===== src/sv/msd_pkg.sv =====
package msd_pkg;

	// Debouncer state per switch, encoded as reported on the result port.
	typedef enum logic [1:0] {
		ST_RELEASED    = 2'd0,
		ST_PREPRESSED  = 2'd1,
		ST_PRESSED     = 2'd2,
		ST_PRERELEASED = 2'd3
	} db_state_t;

	// Configuration register indexes.
	typedef enum logic [2:0] {
		REG_PREPRESS_THR   = 3'd0,
		REG_PRESS_THR      = 3'd1,
		REG_PRERELEASE_THR = 3'd2,
		REG_RELEASE_THR    = 3'd3,
		REG_ACTIVE_LOW     = 3'd4
	} cfg_reg_t;

	localparam int unsigned CFG_IDX_W   = 3;
	localparam int unsigned CFG_DATA_W  = 8;
	localparam int unsigned CNT_W       = 8;
	localparam int unsigned PIN_W       = 8;
	localparam int unsigned STATES_W    = 16;

	localparam logic [CNT_W-1:0] CNT_MAX            = '1;
	localparam logic [7:0]       PREPRESS_THR_RST   = 8'd20;
	localparam logic [7:0]       PRESS_THR_RST      = 8'd25;
	localparam logic [7:0]       PRERELEASE_THR_RST = 8'd20;
	localparam logic [7:0]       RELEASE_THR_RST    = 8'd25;
	localparam logic [7:0]       ACTIVE_LOW_RST     = 8'hFF;

endpackage


===== src/sv/multi_switch_debouncer.sv =====
// Debouncer for up to NUM_SWITCHES switches sampled together.
// Input channel: in_valid / in_stall with pin_levels, one raw level per switch;
// each transfer is one sample tick. Output channel: out_valid / out_stall with
// switch_states (two bits per switch) and pressed_mask, one result per tick.
// Only the first eight switches have pins; any others see an inactive level.
// A tick is captured in the input register, then all switches update in
// parallel (one compare and increment each) into the result register. One
// tick is taken every cycle as long as the output side keeps taking results;
// the rate is set by the single update stage.
// When out_stall is high the result is held, the input register keeps its
// tick and in_stall rises once both registers are full, so nothing is lost.
// The user must write configuration via cfg_we / cfg_index / cfg_data only while
// the block is idle; it is not enforced. Indexes past the last register are ignored.
// Reset loads the default thresholds (20, 25, 20, 25) and all-pull-up
// polarity, puts every switch in released with a zero counter and empties
// both registers.
module multi_switch_debouncer
	import msd_pkg::*;
#(
	parameter int unsigned NUM_SWITCHES = 8
) (
	input  logic                  clk,
	input  logic                  arst_n,
	input  logic                  cfg_we,
	input  logic [CFG_IDX_W-1:0]  cfg_index,
	input  logic [CFG_DATA_W-1:0] cfg_data,
	input  logic                  in_valid,
	output logic                  in_stall,
	input  logic [PIN_W-1:0]      pin_levels,
	output logic                  out_valid,
	input  logic                  out_stall,
	output logic [STATES_W-1:0]   switch_states,
	output logic [PIN_W-1:0]      pressed_mask
);

	localparam int unsigned NUM_VIS = (NUM_SWITCHES < PIN_W) ? NUM_SWITCHES : PIN_W;

	logic [7:0] prepress_thr_q;
	logic [7:0] press_thr_q;
	logic [7:0] prerelease_thr_q;
	logic [7:0] release_thr_q;
	logic [7:0] active_low_q;

	logic             valid_s1;
	logic [PIN_W-1:0] pin_levels_s1;
	logic             advance;

	db_state_t        st_q   [NUM_SWITCHES];
	logic [CNT_W-1:0] cnt_q  [NUM_SWITCHES];
	db_state_t        st_nxt [NUM_SWITCHES];
	logic [CNT_W-1:0] cnt_nxt[NUM_SWITCHES];
	logic [NUM_SWITCHES-1:0] act;

	logic                out_valid_q;
	logic [STATES_W-1:0] states_q;
	logic [PIN_W-1:0]    pmask_q;
	logic [STATES_W-1:0] states_nxt;
	logic [PIN_W-1:0]    pmask_nxt;

	// Configuration registers.
	always_ff @(posedge clk or negedge arst_n) begin
		if (!arst_n) begin
			prepress_thr_q   <= PREPRESS_THR_RST;
			press_thr_q      <= PRESS_THR_RST;
			prerelease_thr_q <= PRERELEASE_THR_RST;
			release_thr_q    <= RELEASE_THR_RST;
			active_low_q     <= ACTIVE_LOW_RST;
		end else if (cfg_we) begin
			case (cfg_index)
				REG_PREPRESS_THR:   prepress_thr_q   <= cfg_data;
				REG_PRESS_THR:      press_thr_q      <= cfg_data;
				REG_PRERELEASE_THR: prerelease_thr_q <= cfg_data;
				REG_RELEASE_THR:    release_thr_q    <= cfg_data;
				REG_ACTIVE_LOW:     active_low_q     <= cfg_data;
				default: ;
			endcase
		end
	end

	// The update stage moves forward when the result register is free or drained.
	assign advance  = valid_s1 && (!out_valid_q || !out_stall);
	assign in_stall = valid_s1 && !advance;

	// Input register.
	always_ff @(posedge clk or negedge arst_n) begin
		if (!arst_n) begin
			valid_s1 <= 1'b0;
		end else if (!in_stall) begin
			valid_s1 <= in_valid;
		end
	end

	always_ff @(posedge clk) begin
		if (in_valid && !in_stall) begin
			pin_levels_s1 <= pin_levels;
		end
	end

	// Per-switch debouncers, all updated in parallel.
	for (genvar g = 0; g < NUM_SWITCHES; g++) begin : g_sw
		logic             counting;
		logic [CNT_W-1:0] cnt_inc;

		// A pull-up switch is active on a low level; switches without a pin stay inactive.
		if (g < PIN_W) begin : g_pin
			assign act[g] = pin_levels_s1[g] ^ active_low_q[g];
		end else begin : g_nopin
			assign act[g] = 1'b0;
		end

		always_comb begin
			counting   = (st_q[g] == ST_RELEASED || st_q[g] == ST_PREPRESSED) ? act[g] : !act[g];
			cnt_inc    = (cnt_q[g] == CNT_MAX) ? CNT_MAX : cnt_q[g] + 1'b1;
			st_nxt[g]  = st_q[g];
			cnt_nxt[g] = cnt_inc;
			if (!counting) begin
				// A level of the other kind clears the count and undoes a pre state.
				cnt_nxt[g] = '0;
				if (st_q[g] == ST_PREPRESSED) begin
					st_nxt[g] = ST_RELEASED;
				end else if (st_q[g] == ST_PRERELEASED) begin
					st_nxt[g] = ST_PRESSED;
				end
			end else begin
				case (st_q[g])
					ST_RELEASED: begin
						if (cnt_inc == prepress_thr_q) st_nxt[g] = ST_PREPRESSED;
					end
					ST_PREPRESSED: begin
						if (cnt_inc == press_thr_q) begin
							st_nxt[g]  = ST_PRESSED;
							cnt_nxt[g] = '0;
						end
					end
					ST_PRESSED: begin
						if (cnt_inc == prerelease_thr_q) st_nxt[g] = ST_PRERELEASED;
					end
					ST_PRERELEASED: begin
						if (cnt_inc == release_thr_q) begin
							st_nxt[g]  = ST_RELEASED;
							cnt_nxt[g] = '0;
						end
					end
					default: ;
				endcase
			end
		end

		always_ff @(posedge clk or negedge arst_n) begin
			if (!arst_n) begin
				st_q[g]  <= ST_RELEASED;
				cnt_q[g] <= '0;
			end else if (advance) begin
				st_q[g]  <= st_nxt[g];
				cnt_q[g] <= cnt_nxt[g];
			end
		end
	end

	// Pack the visible switches into the result; pressed and pre-released share bit one.
	always_comb begin
		states_nxt = '0;
		pmask_nxt  = '0;
		for (int i = 0; i < NUM_VIS; i++) begin
			states_nxt[2*i +: 2] = st_nxt[i];
			pmask_nxt[i]         = st_nxt[i][1];
		end
	end

	// Result register.
	always_ff @(posedge clk or negedge arst_n) begin
		if (!arst_n) begin
			out_valid_q <= 1'b0;
		end else if (advance) begin
			out_valid_q <= 1'b1;
		end else if (!out_stall) begin
			out_valid_q <= 1'b0;
		end
	end

	always_ff @(posedge clk) begin
		if (advance) begin
			states_q <= states_nxt;
			pmask_q  <= pmask_nxt;
		end
	end

	assign out_valid     = out_valid_q;
	assign switch_states = states_q;
	assign pressed_mask  = pmask_q;

	// The input side only stalls while a tick waits behind a held result.
	a_stall_only_when_full: assert property (@(posedge clk) disable iff (!arst_n)
		in_stall |-> (valid_s1 && out_valid_q && out_stall))
		else $error("in_stall raised without a blocked tick");

	// For switch zero, the mask bit reported with a result agrees with its reported state.
	a_mask_matches_states: assert property (@(posedge clk) disable iff (!arst_n)
		out_valid |-> (pressed_mask[0] == switch_states[1]))
		else $error("pressed_mask disagrees with switch_states");

	for (genvar g = 0; g < NUM_SWITCHES; g++) begin : g_chk
		// Released never jumps straight into the pressed half.
		a_no_skip_press: assert property (@(posedge clk) disable iff (!arst_n)
			(st_q[g] == ST_RELEASED) |=> (st_q[g] == ST_RELEASED || st_q[g] == ST_PREPRESSED))
			else $error("switch skipped pre-pressed");

		// Entering pressed from pre-pressed always starts with a cleared counter.
		a_press_clears_count: assert property (@(posedge clk) disable iff (!arst_n)
			(st_q[g] == ST_PREPRESSED && advance && st_nxt[g] == ST_PRESSED)
			|=> (cnt_q[g] == '0))
			else $error("counter not cleared on press");
	end

endmodule

===== config.mk =====
export PLATFORM = sky130hd
export DESIGN_NAME = multi_switch_debouncer
export DESIGN_NICKNAME = d
export VERILOG_FILES = /design/src/sv/msd_pkg.sv /design/src/sv/multi_switch_debouncer.sv
export SDC_FILE = /design/constraint.sdc
export NUM_CORES = 1
export LEC_CHECK = 0
export ABC_CLOCK_PERIOD_IN_PS = 9400
export BUFFER_PORTS_ARGS = -buffer_cell sky130_fd_sc_hd__buf_2
export CAP_MARGIN = 20
export CORE_MARGIN = 10
export CORE_UTILIZATION = 40
export CTS_BUF_LIST = sky130_fd_sc_hd__clkbuf_8
export CTS_CLUSTER_DIAMETER = 80
export CTS_CLUSTER_SIZE = 30
export DETAILED_ROUTE_END_ITERATION = 6
export SLEW_MARGIN = 40
export SYNTH_ARGS = -nofsm -noshare
export SYNTH_HDL_FRONTEND = slang
export SYNTH_SLANG_ARGS = --single-unit

===== constraint.sdc =====
create_clock -name clk -period 9.4 [get_ports clk]
set_clock_uncertainty 0.2 [all_clocks]
set_input_delay 0 -clock clk [delete_from_list [all_inputs] [get_ports clk]]
set_output_delay 0 -clock clk [all_outputs]
set_load 0.05 [all_outputs]

# [Word-level counts from Yosys, hierarchy flattened]
# Index checks and enable logic that the tools add are counted.
[totals] in_bits=24 wordCells=263 out_inout_bits=26 ff_bits=154
[classes] n_addsub=8 eq_ne=69 muxes=114 reduce_logical=38 bitwise_logic=8
[op_table] op="== test 8 bit" n=32
[op_table] op="2-to-1 mux 8 bit" n=32
[op_table] op="case mux 8 bit (2 select lines)" n=8
[op_table] op="2-to-1 mux 2 bit" n=56
[op_table] op="adder 8 x 1 -> 8 bit, second input constant" n=8
[op_table] op="== test 8 bit, second input constant" n=8
[op_table] op="case mux 2 bit (4 select lines)" n=8
[op_table] op="== test 2 bit, second input constant" n=16
[op_table] op="== test 2 x 1 -> 1 bit, second input constant" n=8
[op_table] op="zero test 2 bit" n=8
[op_table] op="zero test 1 bit" n=12
[op_table] op="2-to-1 mux 1 bit" n=10
[op_table] op="AND reduction 2 bit" n=5
[op_table] op="logical OR 1 bit" n=9
[op_table] op="bitwise XOR 1 bit" n=8
[op_table] op="== test 3 x 2 -> 1 bit, second input constant" n=2
[op_table] op="== test 3 x 1 -> 1 bit, second input constant" n=1
[op_table] op="== test 3 bit, second input constant" n=1
[op_table] op="logical AND 1 bit" n=3
[op_table] op="zero test 3 bit" n=1
[op_table] op="inequality test 2 x 1 -> 1 bit, second input constant" n=1

# [Logic depth before layout (Yosys ltp)]
[logic_depth] ltp_word=7 ltp_mapped=12 mapped_depth_nobuf=9

# [Worst setup path before layout]
# OpenSTA, ideal clock, no wires.
[synth_path] path_type="register -> register" start="register cnt_q[1] (netlist bit)" end="register states_q[15], in the netlist switch_states[15], data pin" period_less_slack_ns=3.094 slack_ns=6.306 required_ns=8.944 arrival_time_ns=2.638 stages_incl_launch_ff=12 cell_sequence="dfrtp_1 ha_1 buf_6 and3_1 buf_6 or4b_4 a21oi_2 o221ai_1 or4_4 or2_0 o21ai_0 nand2_1"
[synth_via] elab_chain_cells=6 elab_cells_between_ends=13 cone_classes="add/sub (1); eq/ne (5); mux (7)"
[synth_rtl] item="from (decl)" line_no="multi_switch_debouncer.sv:49" rtl="logic [CNT_W-1:0] cnt_q [NUM_SWITCHES];"
[synth_rtl] item="from (signal, indexed assignment)" line_no="multi_switch_debouncer.sv:155" rtl="cnt_q[g] <= cnt_nxt[g];"
[synth_rtl] item="adder 8 x 1 -> 8 bit or == test 8 bit (tied branches)" line_no="multi_switch_debouncer.sv:113" rtl="cnt_inc = (cnt_q[g] == CNT_MAX) ? CNT_MAX : cnt_q[g] + 1'b1;"
[synth_rtl] item="2-to-1 mux 8 bit *" line_no="multi_switch_debouncer.sv:113"
[synth_rtl] item="== test 8 bit (on tied branches)"
[synth_rtl] item="2-to-1 mux 2 bit (on tied branches)"
[synth_rtl] item="case mux 2 bit (4 select lines) *" line_no="multi_switch_debouncer.sv:125" rtl="case (st_q[g])"
[synth_rtl] item="2-to-1 mux 2 bit *" line_no="multi_switch_debouncer.sv:116" rtl="if (!counting) begin"
[synth_rtl] item="via pmask_nxt[7]" line_no="multi_switch_debouncer.sv:58" rtl="logic [PIN_W-1:0] pmask_nxt;"
[synth_rtl] item="to (signal assigned)" line_no="multi_switch_debouncer.sv:183" rtl="states_q <= states_nxt;"
[synth_rtl] item="to (decl)" line_no="multi_switch_debouncer.sv:55" rtl="logic [STATES_W-1:0] states_q;"
# The timed path passes the listed nets; every way through them passes the cells marked *.
# A chain may end at the register's enable or synchronous reset.

# [Worst setup path in the final report]
[layout_path] start="register cnt_q[0] (netlist bit)" end="register cnt_q[0] (netlist bit)"
[layout_via] elab_chain_cells=6 elab_cells_between_ends=9 cone_classes="add/sub (1); eq/ne (3); mux (5)"
[layout_rtl] item="adder 8 x 1 -> 8 bit or == test 8 bit (tied branches)" line_no="multi_switch_debouncer.sv:113"
[layout_rtl] item="2-to-1 mux 8 bit *" line_no="multi_switch_debouncer.sv:113"
[layout_rtl] item="== test 8 bit (on tied branches)" line_no="multi_switch_debouncer.sv:139, multi_switch_debouncer.sv:130"
[layout_rtl] item="2-to-1 mux 8 bit (on tied branches)" line_no="multi_switch_debouncer.sv:139, multi_switch_debouncer.sv:130"
[layout_rtl] item="case mux 8 bit (2 select lines) *" line_no="multi_switch_debouncer.sv:125"
[layout_rtl] item="2-to-1 mux 8 bit *" line_no="multi_switch_debouncer.sv:116"
# Every way passes the cells marked *; elsewhere a longest branch is shown, timed or not.

==> results.cfg <==
[synthesis]
synth_mux_area_share_pct = 3.32
yosysWarnings = 0
synthCells = 1727
synth.most_common_cell = nand2_1
ys_seq_area_share_pct = 27.3
yosys.area_share.xor_xnor_pct = 14.2
synth_compound_area_share_pct = 24.3
ys_ff_latch = 146
synth_simple_gate_area_share_pct = 23.6
synth_top_area_share_pct = 18.7
syn_area_mm2 = 0.0139
synth_top_area_cell = dfrtp_1
synthAdderAreaFrac_pct = 0.719
synth_cell_type_count = 104
synthTopCellsByArea = dfrtp_1, xnor2_1, edfxtp_1, nand2_1, o21ai_0
synth_edf_count = 24
ys.flop_type = dfrtp_1
async_reset_ff_share_pct = 83.6
synthTopCellsByCount = nand2_1, xnor2_1, o21ai_0
syn_area_per_cell_um2 = 8.06
synth_top_family_by_area = compound AO/OA/AOI/OAI gates
syn_nets = 1759

[floorplanning]
initial_core_util_pct = 40.4
core_mm2 = 0.0345
io_pins = 50
fp.dieH_um = 206
rows = 68
die_area_mm2 = 0.0426
die_x_um = 206

[outcome]
status = completed

[global_route]
grt_pass1_wl_um = 76400
grt_antenna_before_repair = 0
globalRouteTotalUtil_pct = 23.1
overflow = 0
grt_pass1_vias = 12596
grt_max_degree = 73

[hold_path]
hp-class = primary input to flop
hold_start = pin_levels[4]
hold_path_depth = 2
min_to = pin_levels_s1[4]

[power_and_ir_drop]
ir_worst_vdd_mv = 0.145
swShare_pct = 49.7
p_int_mw = 1.70
power.density_mw_per_mm2 = 225
combPwrFrac_pct = 49.9
seq_power_share_pct = 35.1
p_clk_share_pct = 15.0
leakage_nw = 5.40
switching_power_mw = 1.68

[sta]
min_period_ns = 3.96
tns_ns = 0
fmax_mhz = 252
fin_crit_sh_pct = 42.2
drv_slew = 0
rsz0062_at_grt = no
relSlewSlack_pct = 38.6
worst_slew_pin_slew_ns = 0.914
setup_viol = 0
timing.final.hold_violations = 0

[drt]
firstDrtPassIters = 7
num_vias = 13684
wl_per_cell_um = 23.0
routed_wl_um = 49400
first_iter_violations = 1550
viasPerCell = 6.36
drc = 0
drtAntennaViolNets = 0

[clock_network]
cts_buffers = 17
cts.sinks = 146
clockBufferDepth = 2
clkLatencyLatePin_ns = 0.51
tritoncts = built
htreeDepth = 4
cts-resized-gates = 0
cts-root-buf = clkbuf_8
clk_pin_slew_ns = 0.10

[final_layout]
instances_no_fill = 2153
fin_util_pct = 43.5
drive_above_1_share_pct = 12.8
syn2layout_area_growth_pct = 7.72
fin_nets = 1717
diodes = 0

[worst_setup_path]
crit_chain = ha_1, nand3_1, nor2_1, and3_1, a221oi_1, a2111oi_2, a21oi_2, o21ai_4, o22ai_1
crit_required_ns = 9.57
critPathBufInv = 0
path_max_fanout = 12
slowest_delay_ns = 0.76
end_kind = flop
crit_type = flop to flop
reg2regPathDepth = 9
cpMaxStageDelayCell = a2111oi_2
start_kind = flop
r2r-start = cnt_q[0]
regToRegSetupSlack_ns = 5.44
arrival_ns = 4.14
crit_family = compound AO/OA/AOI/OAI gates
rr_endpoint = cnt_q[0]

[place]
hpwl_um = 33900
portBuffers = 49
place_congestion = 0.982
dp_cells = 2077

[flow_run]
cap_violations = 0
layout by cell type, fill, tap and decap left out, types with 33 or more instances in the layout:
cell type / n
nand3_1: 70
dlygate4sd3_1: 43
and3_1: 33
mux2_2: 33
o22ai_1: 37
buf_2: 48
xor2_1: 48
dfrtp_1: 97
o21ai_0: 112
xnor2_1: 132
nand4_1: 36
nor3_1: 42
nand2_1: 173
inv_1: 40
nor2_1: 85
a21oi_1: 91
a31oi_1: 34
flip-flops by register name, indices dropped and copies added (netlist names):
signal            count
press_thr_q           8
switch_states        16
prerelease_thr_q      8
out_valid             1
valid_s1              1
st_q                 16
prepress_thr_q        8
pin_levels_s1         8
release_thr_q         8
cnt_q                64
active_low_q          8
worst reg2reg max path: cells and delay by family (launching register included):
kind | cells | cell delay [ns]
AO/OA/AOI/OAI | 5 | 1.36
AND/OR/NAND/NOR | 3 | 1.26
flip-flops | 1 | 0.55
adder cells (fa/ha/maj) | 1 | 0.46
cells by family (layout without fill, tap and decap cells):
family	Yosys count	after routing
AND/OR/NAND/NOR	620	620
AO/OA/AOI/OAI	499	499
buffers and inverters	212	183
XOR/XNOR	200	200
flip-flops	146	146
multiplexers	42	42
adder cells (fa/ha/maj)	8	8
stage by stage:
step | instance area (um2) | worst slack, ns | hold WS (ns) | power (mW)
after CTS | 15000 | 5.51 | 0.0101 | 3.33
final | 15000 | 5.44 | 0.0696 | 3.37
after global routing | 15000 | 5.20 | 0.0522 | 3.57
after global placement | 14100 | 5.64 | -0.204 | 2.78
after floorplan | 13900 | 6.31 | -0.496 | 2.33
after detailed placement | 14100 | 5.53 | -0.194 | 2.80
per-layer routing:
metal  up-vias  global-route usage, %  share of wire [%]
met5         -                      0                  0
met4         0                   10.2                4.3
met3       142                   3.92                8.5
met2       703                   35.5                 44
met1      6550                   31.2                 43
li1       6289                      -                  -
area by class of cell:
| cell class | instances | area (um2) |
|---|---|---|
| tap | 455 | 569 |
| fill | 3458 | 19500 |
| timing repair buffer | 105 | 803 |
| inverter | 46 | 174 |
| clock buffer | 17 | 234 |
| sequential | 146 | 3800 |
| clock inverter | 15 | 133 |
| multi-input combinational | 1369 | 9270 |
timing repair:
item                      4_1_cts  5_1_grt
setup buffers                   0        0
hold buffers                   44        0
hold endpoints to repair      168        0
how the worst max path moves through the flow:
| stage | startpoint | endpoint | slack, ns | depth (start not counted) |
|---|---|---|---|---|
| 4_1_cts | cnt_q[48] | cnt_q[50] | 5.51 | 9 |
| 3_5_place_dp | cnt_q[48] | cnt_q[50] | 5.53 | 9 |
| 6_report | cnt_q[0] | cnt_q[0] | 5.44 | 9 |
| 2_1_floorplan | cnt_q[1] | switch_states[15] | 6.31 | 11 |
| 3_3_place_gp | cnt_q[48] | cnt_q[52] | 5.64 | 9 |
| 5_1_grt | cnt_q[16] | cnt_q[23] | 5.20 | 9 |
power by group through the flow:
stage	Sequential, mW	Combinational, mW	Clock (mW)
6_report	1.18	1.69	0.505
5_1_grt	1.20	1.83	0.545
4_1_cts	1.16	1.65	0.518
3_5_place_dp	1.17	1.63	0
3_3_place_gp	1.17	1.61	0
2_1_floorplan	0.884	1.45	0
Note: power is estimated with default switching activity, not from simulation.
